File: src/design/fdbb_pkg.sv
// Shared types and constants for the frame difference bounding box block.
package fdbb_pkg;

  localparam int unsigned MAX_DIMENSION_DEF = 4096;
  localparam int unsigned CFG_W             = 13;
  localparam int unsigned REG_IDX_W         = 1;
  localparam int unsigned CHAN_W            = 8;
  localparam int unsigned CHANGE_THRESHOLD  = 8;

  localparam logic [REG_IDX_W-1:0] REG_FRAME_WIDTH  = 1'b0;
  localparam logic [REG_IDX_W-1:0] REG_FRAME_HEIGHT = 1'b1;

  typedef struct packed {
    logic [CHAN_W-1:0] first_red;
    logic [CHAN_W-1:0] first_green;
    logic [CHAN_W-1:0] first_blue;
    logic [CHAN_W-1:0] first_alpha;
    logic [CHAN_W-1:0] second_red;
    logic [CHAN_W-1:0] second_green;
    logic [CHAN_W-1:0] second_blue;
    logic [CHAN_W-1:0] second_alpha;
  } pixel_pair_t;

  typedef struct packed {
    logic [12:0] rect_x;
    logic [12:0] rect_y;
    logic [15:0] rect_width;
    logic [15:0] rect_height;
    logic        any_changed;
  } rect_t;

endpackage

File: src/design/fdbb_if.sv
// Valid/ready channel interfaces for pixel pairs and result rectangles.
interface fdbb_pix_if;
  import fdbb_pkg::*;
  logic        valid;
  logic        ready;
  pixel_pair_t data;
  modport source (output valid, output data, input ready);
  modport sink (input valid, input data, output ready);
endinterface

interface fdbb_rect_if;
  import fdbb_pkg::*;
  logic  valid;
  logic  ready;
  rect_t data;
  modport source (output valid, output data, input ready);
  modport sink (input valid, input data, output ready);
endinterface

File: src/design/frame_difference_bounding_box_top.sv
// Frame difference bounding box: change detection and extent tracking per frame.
//
//   channel    dir  handshake          payload
//   pix_in     in   valid/ready        pixel_pair_t (two RGBA pixels)
//   rect_out   out  valid/ready        rect_t (one per frame, on last pixel)
//   cfg        in   cfg_we_i only      frame_width / frame_height, 13 bits
//
// One pixel pair is taken every cycle unless the input stage stalls; rect_out.valid rises at the edge
// that moves the frame's last pixel from the input stage into the result register.
// The input stage keeps taking pairs while a rectangle waits on rect_out, and
// stalls only when it holds a frame's last pixel and the result register is still full.
// Reset leaves both dimensions at 1 and restarts the frame; any register write
// restarts the frame as well.
module frame_difference_bounding_box_top #(
  parameter int unsigned MAX_DIMENSION = fdbb_pkg::MAX_DIMENSION_DEF
) (
  input  logic                           clk_i,
  input  logic                           rst_ni,
  input  logic                           cfg_we_i,
  input  logic [fdbb_pkg::REG_IDX_W-1:0] cfg_idx_i,
  input  logic [fdbb_pkg::CFG_W-1:0]     cfg_wdata_i,
  fdbb_pix_if.sink                       pix_in,
  fdbb_rect_if.source                    rect_out
);
  import fdbb_pkg::*;

  localparam int unsigned CntW = $clog2(MAX_DIMENSION);
  localparam int unsigned DimW = CntW + 1;

  logic [CFG_W-1:0] frame_width_q, frame_height_q;
  logic [DimW-1:0]  eff_width, eff_height;

  logic [CntW-1:0]  col_q, row_q;
  logic [CntW-1:0]  min_col_q, max_col_q, min_row_q, max_row_q;
  logic [CntW-1:0]  min_col_d, max_col_d, min_row_d, max_row_d;
  logic             seen_q, seen_d;

  logic             s1_valid_q, s1_chg_q;
  logic             s1_adv, last_col, last_row, last_pixel;

  logic [CHAN_W+1:0] sum_a, sum_b;
  logic [CHAN_W-1:0] avg_a, avg_b;
  logic              chg_c;

  rect_t             rect_d, rect_q;
  logic              out_valid_q;

  // Clamp a dimension register to 1..MAX_DIMENSION.
  function automatic logic [DimW-1:0] clamp_dim(input logic [CFG_W-1:0] v);
    logic [DimW-1:0] r;
    if (v == '0) begin
      r = DimW'(1);
    end else if (32'(v) > MAX_DIMENSION) begin
      r = DimW'(MAX_DIMENSION);
    end else begin
      r = DimW'(v);
    end
    return r;
  endfunction

  assign eff_width  = clamp_dim(frame_width_q);
  assign eff_height = clamp_dim(frame_height_q);

  // Floored four-channel averages and the change test.
  always_comb begin
    sum_a = 10'(pix_in.data.first_red) + 10'(pix_in.data.first_green)
          + 10'(pix_in.data.first_blue) + 10'(pix_in.data.first_alpha);
    sum_b = 10'(pix_in.data.second_red) + 10'(pix_in.data.second_green)
          + 10'(pix_in.data.second_blue) + 10'(pix_in.data.second_alpha);
    avg_a = sum_a[CHAN_W+1:2];
    avg_b = sum_b[CHAN_W+1:2];
    if (avg_a >= avg_b) begin
      chg_c = (avg_a - avg_b) >= CHAN_W'(CHANGE_THRESHOLD);
    end else begin
      chg_c = (avg_b - avg_a) >= CHAN_W'(CHANGE_THRESHOLD);
    end
  end

  // Only a frame's last pixel needs room in the result register.
  assign s1_adv       = s1_valid_q && (!last_pixel || !out_valid_q || rect_out.ready);
  assign pix_in.ready = !s1_valid_q || s1_adv;

  assign last_col   = DimW'(col_q) >= (eff_width - DimW'(1));
  assign last_row   = DimW'(row_q) >= (eff_height - DimW'(1));
  assign last_pixel = last_col && last_row;

  // Extents including the pixel in the input stage.
  always_comb begin
    min_col_d = min_col_q;
    max_col_d = max_col_q;
    min_row_d = min_row_q;
    max_row_d = max_row_q;
    if (s1_chg_q) begin
      if (!seen_q || col_q < min_col_q) min_col_d = col_q;
      if (!seen_q || col_q > max_col_q) max_col_d = col_q;
      if (!seen_q || row_q < min_row_q) min_row_d = row_q;
      if (!seen_q || row_q > max_row_q) max_row_d = row_q;
    end
    seen_d = seen_q || s1_chg_q;
  end

  always_comb begin
    if (seen_d) begin
      rect_d.rect_x      = 13'(min_col_d);
      rect_d.rect_y      = 13'(min_row_d);
      rect_d.rect_width  = 16'(max_col_d) - 16'(min_col_d) + 16'd1;
      rect_d.rect_height = 16'(max_row_d) - 16'(min_row_d) + 16'd1;
      rect_d.any_changed = 1'b1;
    end else begin
      rect_d.rect_x      = 13'(eff_width);
      rect_d.rect_y      = 13'(eff_height);
      rect_d.rect_width  = 16'd1 - 16'(eff_width);
      rect_d.rect_height = 16'd1 - 16'(eff_height);
      rect_d.any_changed = 1'b0;
    end
  end

  always_ff @(posedge clk_i or negedge rst_ni) begin
    if (!rst_ni) begin
      frame_width_q  <= CFG_W'(1);
      frame_height_q <= CFG_W'(1);
    end else if (cfg_we_i) begin
      unique case (cfg_idx_i)
        REG_FRAME_WIDTH:  frame_width_q  <= cfg_wdata_i;
        REG_FRAME_HEIGHT: frame_height_q <= cfg_wdata_i;
        default: ;
      endcase
    end
  end

  always_ff @(posedge clk_i or negedge rst_ni) begin
    if (!rst_ni) begin
      s1_valid_q <= 1'b0;
    end else if (pix_in.valid && pix_in.ready) begin
      s1_valid_q <= 1'b1;
    end else if (s1_adv) begin
      s1_valid_q <= 1'b0;
    end
  end

  always_ff @(posedge clk_i) begin
    if (pix_in.valid && pix_in.ready) begin
      s1_chg_q <= chg_c;
    end
  end

  // Position and seen flag; restart on a register write or after the last pixel.
  always_ff @(posedge clk_i or negedge rst_ni) begin
    if (!rst_ni) begin
      col_q  <= '0;
      row_q  <= '0;
      seen_q <= 1'b0;
    end else begin
      priority if (cfg_we_i) begin
        col_q  <= '0;
        row_q  <= '0;
        seen_q <= 1'b0;
      end else if (s1_adv && last_pixel) begin
        col_q  <= '0;
        row_q  <= '0;
        seen_q <= 1'b0;
      end else if (s1_adv && last_col) begin
        col_q  <= '0;
        row_q  <= row_q + CntW'(1);
        seen_q <= seen_d;
      end else if (s1_adv) begin
        col_q  <= col_q + CntW'(1);
        seen_q <= seen_d;
      end else begin
        // hold
      end
    end
  end

  always_ff @(posedge clk_i) begin
    if (s1_adv) begin
      min_col_q <= min_col_d;
      max_col_q <= max_col_d;
      min_row_q <= min_row_d;
      max_row_q <= max_row_d;
    end
  end

  always_ff @(posedge clk_i or negedge rst_ni) begin
    if (!rst_ni) begin
      out_valid_q <= 1'b0;
    end else if (s1_adv && last_pixel) begin
      out_valid_q <= 1'b1;
    end else if (rect_out.ready) begin
      out_valid_q <= 1'b0;
    end
  end

  always_ff @(posedge clk_i) begin
    if (s1_adv && last_pixel) begin
      rect_q <= rect_d;
    end
  end

  assign rect_out.valid = out_valid_q;
  assign rect_out.data  = rect_q;

  // Column and row counters stay inside the frame.
  a_col_in_frame: assert property (@(posedge clk_i) disable iff (!rst_ni)
    DimW'(col_q) < eff_width)
    else $error("column counter outside frame");

  a_row_in_frame: assert property (@(posedge clk_i) disable iff (!rst_ni)
    DimW'(row_q) < eff_height)
    else $error("row counter outside frame");

  a_restart_after_rect: assert property (@(posedge clk_i) disable iff (!rst_ni)
    (s1_adv && last_pixel) |=> (col_q == '0 && row_q == '0 && !seen_q && out_valid_q))
    else $error("frame not restarted after result");

  a_no_overwrite: assert property (@(posedge clk_i) disable iff (!rst_ni)
    (out_valid_q && !rect_out.ready) |=> $stable(rect_q))
    else $error("pending result overwritten");

endmodule

File: src/flat_wrapper.sv
// flat-port wrapper written by rule: the top's interface ports become plain ports
module frame_difference_bounding_box_top_flat import fdbb_pkg::*;
#(
  parameter int unsigned MAX_DIMENSION = fdbb_pkg::MAX_DIMENSION_DEF
)
  (clk_i, rst_ni, cfg_we_i, cfg_idx_i, cfg_wdata_i, pix_in_valid, pix_in_data, pix_in_ready, rect_out_valid, rect_out_data, rect_out_ready);
  fdbb_pix_if pix_in_i ();
  fdbb_rect_if rect_out_i ();
  input  logic clk_i;
  input  logic rst_ni;
  input  logic cfg_we_i;
  input  logic [fdbb_pkg::REG_IDX_W-1:0] cfg_idx_i;
  input  logic [fdbb_pkg::CFG_W-1:0] cfg_wdata_i;
  input wire logic [$bits(pix_in_i.valid)-1:0] pix_in_valid;
  input wire logic [$bits(pix_in_i.data)-1:0] pix_in_data;
  output wire logic [$bits(pix_in_i.ready)-1:0] pix_in_ready;
  output wire logic [$bits(rect_out_i.valid)-1:0] rect_out_valid;
  output wire logic [$bits(rect_out_i.data)-1:0] rect_out_data;
  input wire logic [$bits(rect_out_i.ready)-1:0] rect_out_ready;
  assign pix_in_i.valid = pix_in_valid;
  assign pix_in_i.data = pix_in_data;
  assign pix_in_ready = pix_in_i.ready;
  assign rect_out_valid = rect_out_i.valid;
  assign rect_out_data = rect_out_i.data;
  assign rect_out_i.ready = rect_out_ready;
  frame_difference_bounding_box_top #(.MAX_DIMENSION(MAX_DIMENSION)) u_core (.clk_i(clk_i), .rst_ni(rst_ni), .cfg_we_i(cfg_we_i), .cfg_idx_i(cfg_idx_i), .cfg_wdata_i(cfg_wdata_i), .pix_in(pix_in_i), .rect_out(rect_out_i));
endmodule
File: config.mk
export PLATFORM = sky130hd
export DESIGN_NAME = frame_difference_bounding_box_top_flat
export DESIGN_NICKNAME = d
export VERILOG_FILES = /design/src/design/fdbb_pkg.sv /design/src/design/fdbb_if.sv /design/src/design/frame_difference_bounding_box_top.sv /design/src/flat_wrapper.sv
export SDC_FILE = /design/constraint.sdc
export NUM_CORES = 1
export LEC_CHECK = 0
export CAP_MARGIN = 20
export CORE_MARGIN = 3
export CORE_UTILIZATION = 63
export CTS_CLUSTER_DIAMETER = 150
export DETAILED_ROUTE_END_ITERATION = 10
export DONT_BUFFER_PORTS = 1
export PLACE_DENSITY = 0.79
export SETUP_SLACK_MARGIN = 0.3
export SLEW_MARGIN = 20
export SYNTH_ARGS = -nofsm -noshare
export SYNTH_HDL_FRONTEND = slang
export SYNTH_SLANG_ARGS = --single-unit
File: constraint.sdc
create_clock -name clk_i -period 6.1 [get_ports clk_i]
set_clock_uncertainty 0.05 [all_clocks]
set_input_delay 1.22 -clock clk_i [delete_from_list [all_inputs] [get_ports clk_i]]
set_output_delay 1.22 -clock clk_i [all_outputs]
set_load 0.03 [all_outputs]
==> results of run 1 <==
==> cells in the final DEF (no fill, tap or decap), drive strengths merged, types with 12 or more instances in the layout <==
master and count:
o21a 12, and3 12, and2 17, fa 21
o221a 17, ha 151, edfxtp 108, nor3 19
buf 38, o21ai 95, mux2i 26, mux2 61
xor2 35, nor2b 18, nand3 32, a221oi 12
nand2 114, nand4 19, xnor2 53, clkbuf 18
a21oi 89, a21boi 15, nor2 103, a21o 41
o211ai 16, dfrtp 51, nand2b 38, nor4 12
inv 164
==> stage by stage <==
step	utilization	hold slack (ns)	instance area (sq um)
5_1_grt	0.6982	0.4084	15430
2_1_floorplan	-	0.4543	14340
4_1_cts	0.6943	0.4171	15340
3_3_place_gp	0.6655	0.4709	14700
6_report	0.6982	0.4175	15430
3_5_place_dp	0.6655	0.4854	14700
==> power by group through the flow <==
stage,registers (mW),clock network [mW],logic (mW)
floorplan,1.50,0,3.31
global placement,1.56,0,4.04
detailed placement,1.57,0,4.13
CTS,1.55,1.15,4.19
global route,1.57,1.20,4.80
finish,1.56,1.15,4.36
==> cell type report <==
| cell class | count | area share |
|---|---|---|
| clock buffer | 18 | 0.02782 |
| clock inverter | 14 | 0.01209 |
| inverter | 162 | 0.03942 |
| multi-input combinational | 1170 | 0.5822 |
| sequential | 161 | 0.2965 |
| tap | 280 | 0.02271 |
| timing repair buffer | 38 | 0.01930 |
==> routing by layer <==
layer | global-route usage | up-vias | routed length, microns
li1 | - | 5614 | -
met3 | 0.04287 | 116 | 2476
met4 | 0.1330 | 0 | 1522
met1 | 0.3734 | 5633 | 14800
met2 | 0.4916 | 550 | 17480
met5 | 0 | - | 0
==> final timing paths <==
path / from / end / slack (ns) / depth (start not counted)
worst max register to register: u_core.frame_width_q[9] / u_core.rect_out.data[42] / 0.65 / 18
min in group clk_i: u_core.frame_height_q[11] / u_core.frame_height_q[11] / 0.50 / 1
worst min-delay path: rst_ni / u_core.frame_height_q[7] / 0.42 / 0
max in group asynchronous: rst_ni / u_core.frame_height_q[0] / 5.40 / 0
worst max-delay path: u_core.frame_width_q[9] / pix_in_ready / 0.42 / 14
worst min register to register: u_core.frame_height_q[11] / u_core.frame_height_q[11] / 0.50 / 1
==> repair_timing <==
item	in CTS	in global routing
pin swaps	0	3
gates resized for setup	4	13
endpoints found under the setup margin	1	2
buffers inserted	0	5
==> cell families after synthesis <==
| family | after synthesis |
|---|---|
| fa+ha+maj | 172 |
| mux | 87 |
| flops | 161 |
| xor+xnor | 88 |
| buf+inv | 223 |
| compound gates | 392 |
| simple gates | 431 |
==> impl_metrics.json, run 1 <==
{
  "run_status": "completed",
  "cts.root.buffer_cell": "sky130_fd_sc_hd__clkbuf_16",
  "synth-compound-area-share": 0.1872,
  "grt_use_total": 0.2923,
  "ff_latch_area_sq_um": 4573,
  "power_density_nw_per_um2": 458.1,
  "yosysUniqueCellTypes": 83,
  "die_height_microns": 156.8,
  "synth-simple-area-share": 0.1529,
  "combPwrFrac": 0.617,
  "path_cells": "or4_1 > or4b_4 > a21oi_4 > inv_1 > ha_2 > nand2_1 > mux2_2 > o22ai_1 > ha_1 > a2111oi_0 > o21ai_1 > a21oi_2 > nor3b_2 > nand2_2",
  "ys.warnings.count": 0,
  "final_nets": 1805,
  "post-layout-total-power_mw": 7.066,
  "largest_fanout_on_the_critical_path": 8,
  "power.switching_fraction": 0.4416,
  "clkTransAtPathRegs_ns": 0.07,
  "htreeDepth": 4,
  "layout_setup_ws_ns": 0.4233,
  "hold_buffers": 0,
  "share_of_total_power_in_the_clock_network": 0.163,
  "type_of_the_setup_path_with_the_least_slack": "reg -> out",
  "first_global_vias": 11650,
  "setup_viol": 0,
  "end_kind": "output port",
  "die_area_sq_um": 24600,
  "p_leak_nw": 6.829,
  "drv_cap": 0,
  "fp.coreArea_sq_um": 22090,
  "final-instance-count-excl-fill": 1843,
  "initial_utilization": 0.6488,
  "yosysTopAreaCellShare": 0.2263,
  "n_fill_cell": 1638,
  "avgRoutedWirePerCell_microns": 19.68,
  "grt_remaining_overflow": 0,
  "first_pass_grt_wire_length_microns": 57880,
  "grt_start_max_net_pins": 54,
  "post-synth-top-count-cell": "sky130_fd_sc_hd__inv_1",
  "io_buffers": 0,
  "firstDrtPassIters": 6,
  "main_combinational_cell_family_by_area_after_synthesis": "compound AO/OA/AOI/OAI gates",
  "cts.sink_count": 161,
  "synth-seq-cells": 161,
  "post_route_cells_drive_above_1_share": 0.1235,
  "route.detailed.vias_per_inst": 6.464,
  "net_switching_power_of_the_design_mw": 3.121,
  "clock_latency_ns": 0.44,
  "yosysSeqAreaShare": 0.3190,
  "worst_slew_pin_tran_ns": 0.7252,
  "drv_slew": 0,
  "timing.final.hold_violations": 0,
  "syn_nets": 1809,
  "area_delta_synth_final_pct": 7.620,
  "cell_internal_pwr_mw": 3.945,
  "largest_register_ffs": 59,
  "post-route-min-period_ns": 5.677,
  "syn_area_per_cell_sq_um": 9.224,
  "critPathLaunchType": "flop",
  "power_frac_seq": 0.220,
  "worstPathRequired_ns": 4.83,
  "slew-limit-headroom": 0.5160,
  "critPathBufInv": 1,
  "synthFlopType": "sky130_fd_sc_hd__edfxtp_1",
  "netlist_instances": 1554,
  "antenna_found_initial": 0,
  "synth_top_cells_by_area": "sky130_fd_sc_hd__edfxtp_1 (23%), sky130_fd_sc_hd__ha_1 (13%), sky130_fd_sc_hd__dfrtp_1 (8.9%), sky130_fd_sc_hd__mux2_2 (4.6%), sky130_fd_sc_hd__inv_1 (4.2%)",
  "synth_top_cells_by_count": "sky130_fd_sc_hd__inv_1 (162), sky130_fd_sc_hd__ha_1 (151), sky130_fd_sc_hd__nand2_1 (114), sky130_fd_sc_hd__edfxtp_1 (108), sky130_fd_sc_hd__nor2_1 (103)",
  "std_cell_rows": 54,
  "timing.critical_path.max_delay_family": "simple AND/OR/NAND/NOR gates",
  "drt_iter0_drc": 1099,
  "final.setup.tns_ns": 0,
  "synth_adder_area_share": 0.1611,
  "floorplan.io_pins": 144,
  "synth-edff-count": 108,
  "synth_xor_xnor_area_share": 0.05377,
  "critPathArrivalTime_ns": 4.41,
  "num_antenna_cells": 0,
  "gpl.final_weighted_congestion": 0.9245,
  "worst_ir_drop_vdd_mv": 0.3882,
  "final.period_utilization": 0.9306,
  "cpPeakStageDelay_ns": 0.60,
  "clk_path_buf_depth": 2,
  "post-dp-hpwl_microns": 26890,
  "cts_tree": "yes",
  "maxClockFrequency_mhz": 176.2,
  "post-place-cells": 1806,
  "yosysTopAreaCell": "sky130_fd_sc_hd__edfxtp_1",
  "vias": 11910,
  "route.antenna.remaining_nets": 0,
  "share_of_flip_flops_with_an_asynchronous_set_or_reset_after_synthesis": 0.3292,
  "post_syn_area_sq_um": 14330,
  "multi_input_area_sq_um": 8981,
  "rsz0062_at_grt": "true",
  "cts_buffers": 17,
  "worst_slack_at_placement_ns": 0.06619,
  "drc": 0,
  "timing.hold.worst.class": "in -> async",
  "post_synthesis_mux_area_share": 0.06608,
  "drt_wl_total_microns": 36270,
  "highest_delay_cell_along_the_critical_path": "sky130_fd_sc_hd__or4_1",
  "floorplan.die.width_microns": 156.8
}
No activity file was read; power rests on OpenSTA's default activity.
==> run 2: changes to the inputs <==
--- a/config.mk
+++ b/config.mk
@@ -6,11 +6,13 @@
 export NUM_CORES = 1
 export LEC_CHECK = 0
 export CAP_MARGIN = 20
+export CORE_ASPECT_RATIO = 1.4
 export CORE_MARGIN = 3
 export CORE_UTILIZATION = 63
 export CTS_CLUSTER_DIAMETER = 150
 export DETAILED_ROUTE_END_ITERATION = 10
 export DONT_BUFFER_PORTS = 1
+export GPL_ROUTABILITY_DRIVEN = 0
 export PLACE_DENSITY = 0.79
 export SETUP_SLACK_MARGIN = 0.3
 export SLEW_MARGIN = 20
==> constraint.sdc (replaced) <==
create_clock -name clk_i -period 6.5 [get_ports clk_i]
set_clock_uncertainty 0.05 [all_clocks]
set_input_delay 1.3 -clock clk_i [delete_from_list [all_inputs] [get_ports clk_i]]
set_output_delay 1.3 -clock clk_i [all_outputs]
set_load 0.03 [all_outputs]
==> run 2 against run 1 <==
Net effect:
- die area grew 0.11%
- critical endpoint unchanged
- global-route usage grew 0.61 points
- flip-flop and latch count is the same
- setup slack gained 0.14 ns
- largest power group unchanged
- core utilization shrank 1.1 points
==> impl_metrics.json, run 2 (synthesized netlist as in run 1, its figures left out) <==
{
  "clkTransAtPathRegs_ns": 0.06,
  "io_buffers": 0,
  "power_frac_seq": 0.233,
  "worst_slew_pin_tran_ns": 1.076,
  "combPwrFrac": 0.622,
  "htreeDepth": 4,
  "rrSetupSlack_ns": 0.81,
  "avgRoutedWirePerCell_microns": 19.70,
  "worst_ir_drop_vdd_mv": 0.3493,
  "post-route-min-period_ns": 5.942,
  "final-instance-count-excl-fill": 1846,
  "power.switching_fraction": 0.4520,
  "rr_endpoint": "u_core.rect_out.data[19]",
  "hold_buffers": 0,
  "drc": 0,
  "post-dp-hpwl_microns": 27420,
  "net_switching_power_of_the_design_mw": 2.876,
  "clk_path_buf_depth": 2,
  "timing.hold.worst.class": "reg -> reg",
  "timing.hold.worst.start": "u_core.frame_height_q[11]",
  "grt_remaining_overflow": 0,
  "regToRegStartpoint": "u_core.frame_width_q[3]",
  "floorplan.io_pins": 144,
  "reg2reg_depth": 18,
  "grt_start_max_net_pins": 54,
  "largest_register_ffs": 59,
  "min_delay_worst_endpoint": "u_core.frame_height_q[11]",
  "largest_fanout_on_the_critical_path": 10,
  "end_kind": "output port",
  "first_global_vias": 11740,
  "worst_slack_at_placement_ns": 0.2579,
  "firstDrtPassIters": 5,
  "layout.cells.most_common_list": "sky130_fd_sc_hd__inv_1 (161), sky130_fd_sc_hd__ha_1 (151), sky130_fd_sc_hd__nand2_1 (113)",
  "die_height_microns": 184.5,
  "grt_use_total": 0.2984,
  "drv_cap": 0,
  "share_of_total_power_in_the_clock_network": 0.145,
  "type_of_the_setup_path_with_the_least_slack": "reg -> out",
  "run_status": "completed",
  "post-place-cells": 1812,
  "layout_commonest_cell": "sky130_fd_sc_hd__inv_1",
  "p_leak_nw": 6.702,
  "setup_viol": 0,
  "final_nets": 1790,
  "post-layout-total-power_mw": 6.363,
  "hold-worst-slack_ns": 0.5036,
  "rsz0062_at_grt": "false",
  "area_delta_synth_final_pct": 5.979,
  "clock_latency_ns": 0.43,
  "fp.coreArea_sq_um": 22100,
  "final.setup.tns_ns": 0,
  "hold_path_depth": 1,
  "cts.sink_count": 161,
  "cts_tree": "yes",
  "post_route_cells_drive_above_1_share": 0.1059,
  "final_design_area_no_fill_sq_um": 15190,
  "die_area_sq_um": 24620,
  "critPathArrivalTime_ns": 4.59,
  "maxClockFrequency_mhz": 168.3,
  "power_density_nw_per_um2": 418.9,
  "layout_setup_ws_ns": 0.5584,
  "route.antenna.remaining_nets": 0,
  "cell_internal_pwr_mw": 3.487,
  "vias": 11780,
  "initial_utilization": 0.6486,
  "drt_iter0_drc": 953,
  "drt_wl_total_microns": 36370,
  "timing.final.hold_violations": 0,
  "drv_slew": 0,
  "final_core_utilization": 0.6873,
  "floorplan.die.width_microns": 133.5,
  "worstPathRequired_ns": 5.15,
  "std_cell_rows": 64,
  "postPlaceCellArea_sq_um": 14620,
  "slew-limit-headroom": 0.2825,
  "final.period_utilization": 0.9141,
  "route.detailed.vias_per_inst": 6.383,
  "cts_buffers": 17,
  "antenna_found_initial": 1,
  "cts.root.buffer_cell": "sky130_fd_sc_hd__clkbuf_16",
  "first_pass_grt_wire_length_microns": 59080,
  "critPathLaunchType": "flop"
}
==> run 2: how the worst max path moves through the flow <==
stage,start,end,slack (ns)
after global placement,pix_in_data[16],u_core.s1_chg_q,0.38
after CTS,u_core.frame_width_q[3],pix_in_ready,0.38
final,u_core.frame_width_q[3],pix_in_ready,0.56
after detailed placement,pix_in_data[16],u_core.s1_chg_q,0.26
after global routing,u_core.frame_height_q[5],pix_in_ready,0.35
after floorplan,pix_in_data[16],u_core.s1_chg_q,0.61
==> run 2: per-layer routing <==
layer,GRT usage,wire length (microns),part of all wire,vias up
met5,0,0,0,-
met3,0.04123,1882,0.052,145
met4,0.1671,2290,0.063,0
li1,-,-,-,5570
met2,0.5277,18470,0.51,452
met1,0.3486,13730,0.38,5616
==> run 2: cell type report <==
cell class,instances,area (sq um)
tap,297,371.6
inverter,162,608.1
multi-input combinational,1170,8936
antenna,1,2.502
clock inverter,9,58.81
clock buffer,23,469.2
sequential,161,4572
timing repair buffer,23,172.7
fill,1799,6910
==> run 2: power groups by stage <==
stage	combinational [mW]	sequential, mW	clock, mW
after global routing	4.39	1.49	0.969
after floorplan	3.09	1.40	0
after detailed placement	3.85	1.49	0
after CTS	3.90	1.47	0.924
after global placement	3.75	1.49	0
final	3.96	1.48	0.923
==> run 2: repair_timing <==
item	CTS	global route
buffers inserted	0	1
endpoints found under the hold margin	0	0
resized for setup	1	5
setup endpoints to repair	1	1
==> run 2: critical path: stages (launching register included) <==
cell,delay (ns)
sky130_fd_sc_hd__dfrtp_1,0.51
sky130_fd_sc_hd__or4_1,0.59
sky130_fd_sc_hd__or4b_4,0.55
sky130_fd_sc_hd__a21oi_4,0.25
sky130_fd_sc_hd__inv_1,0.13
sky130_fd_sc_hd__ha_1,0.30
sky130_fd_sc_hd__nand2_1,0.10
sky130_fd_sc_hd__mux2_2,0.14
sky130_fd_sc_hd__o22ai_1,0.08
sky130_fd_sc_hd__ha_1,0.30
sky130_fd_sc_hd__a2111oi_1,0.44
sky130_fd_sc_hd__o21ai_0,0.19
sky130_fd_sc_hd__a21oi_2,0.26
sky130_fd_sc_hd__nor3b_2,0.10
sky130_fd_sc_hd__nand2_2,0.21
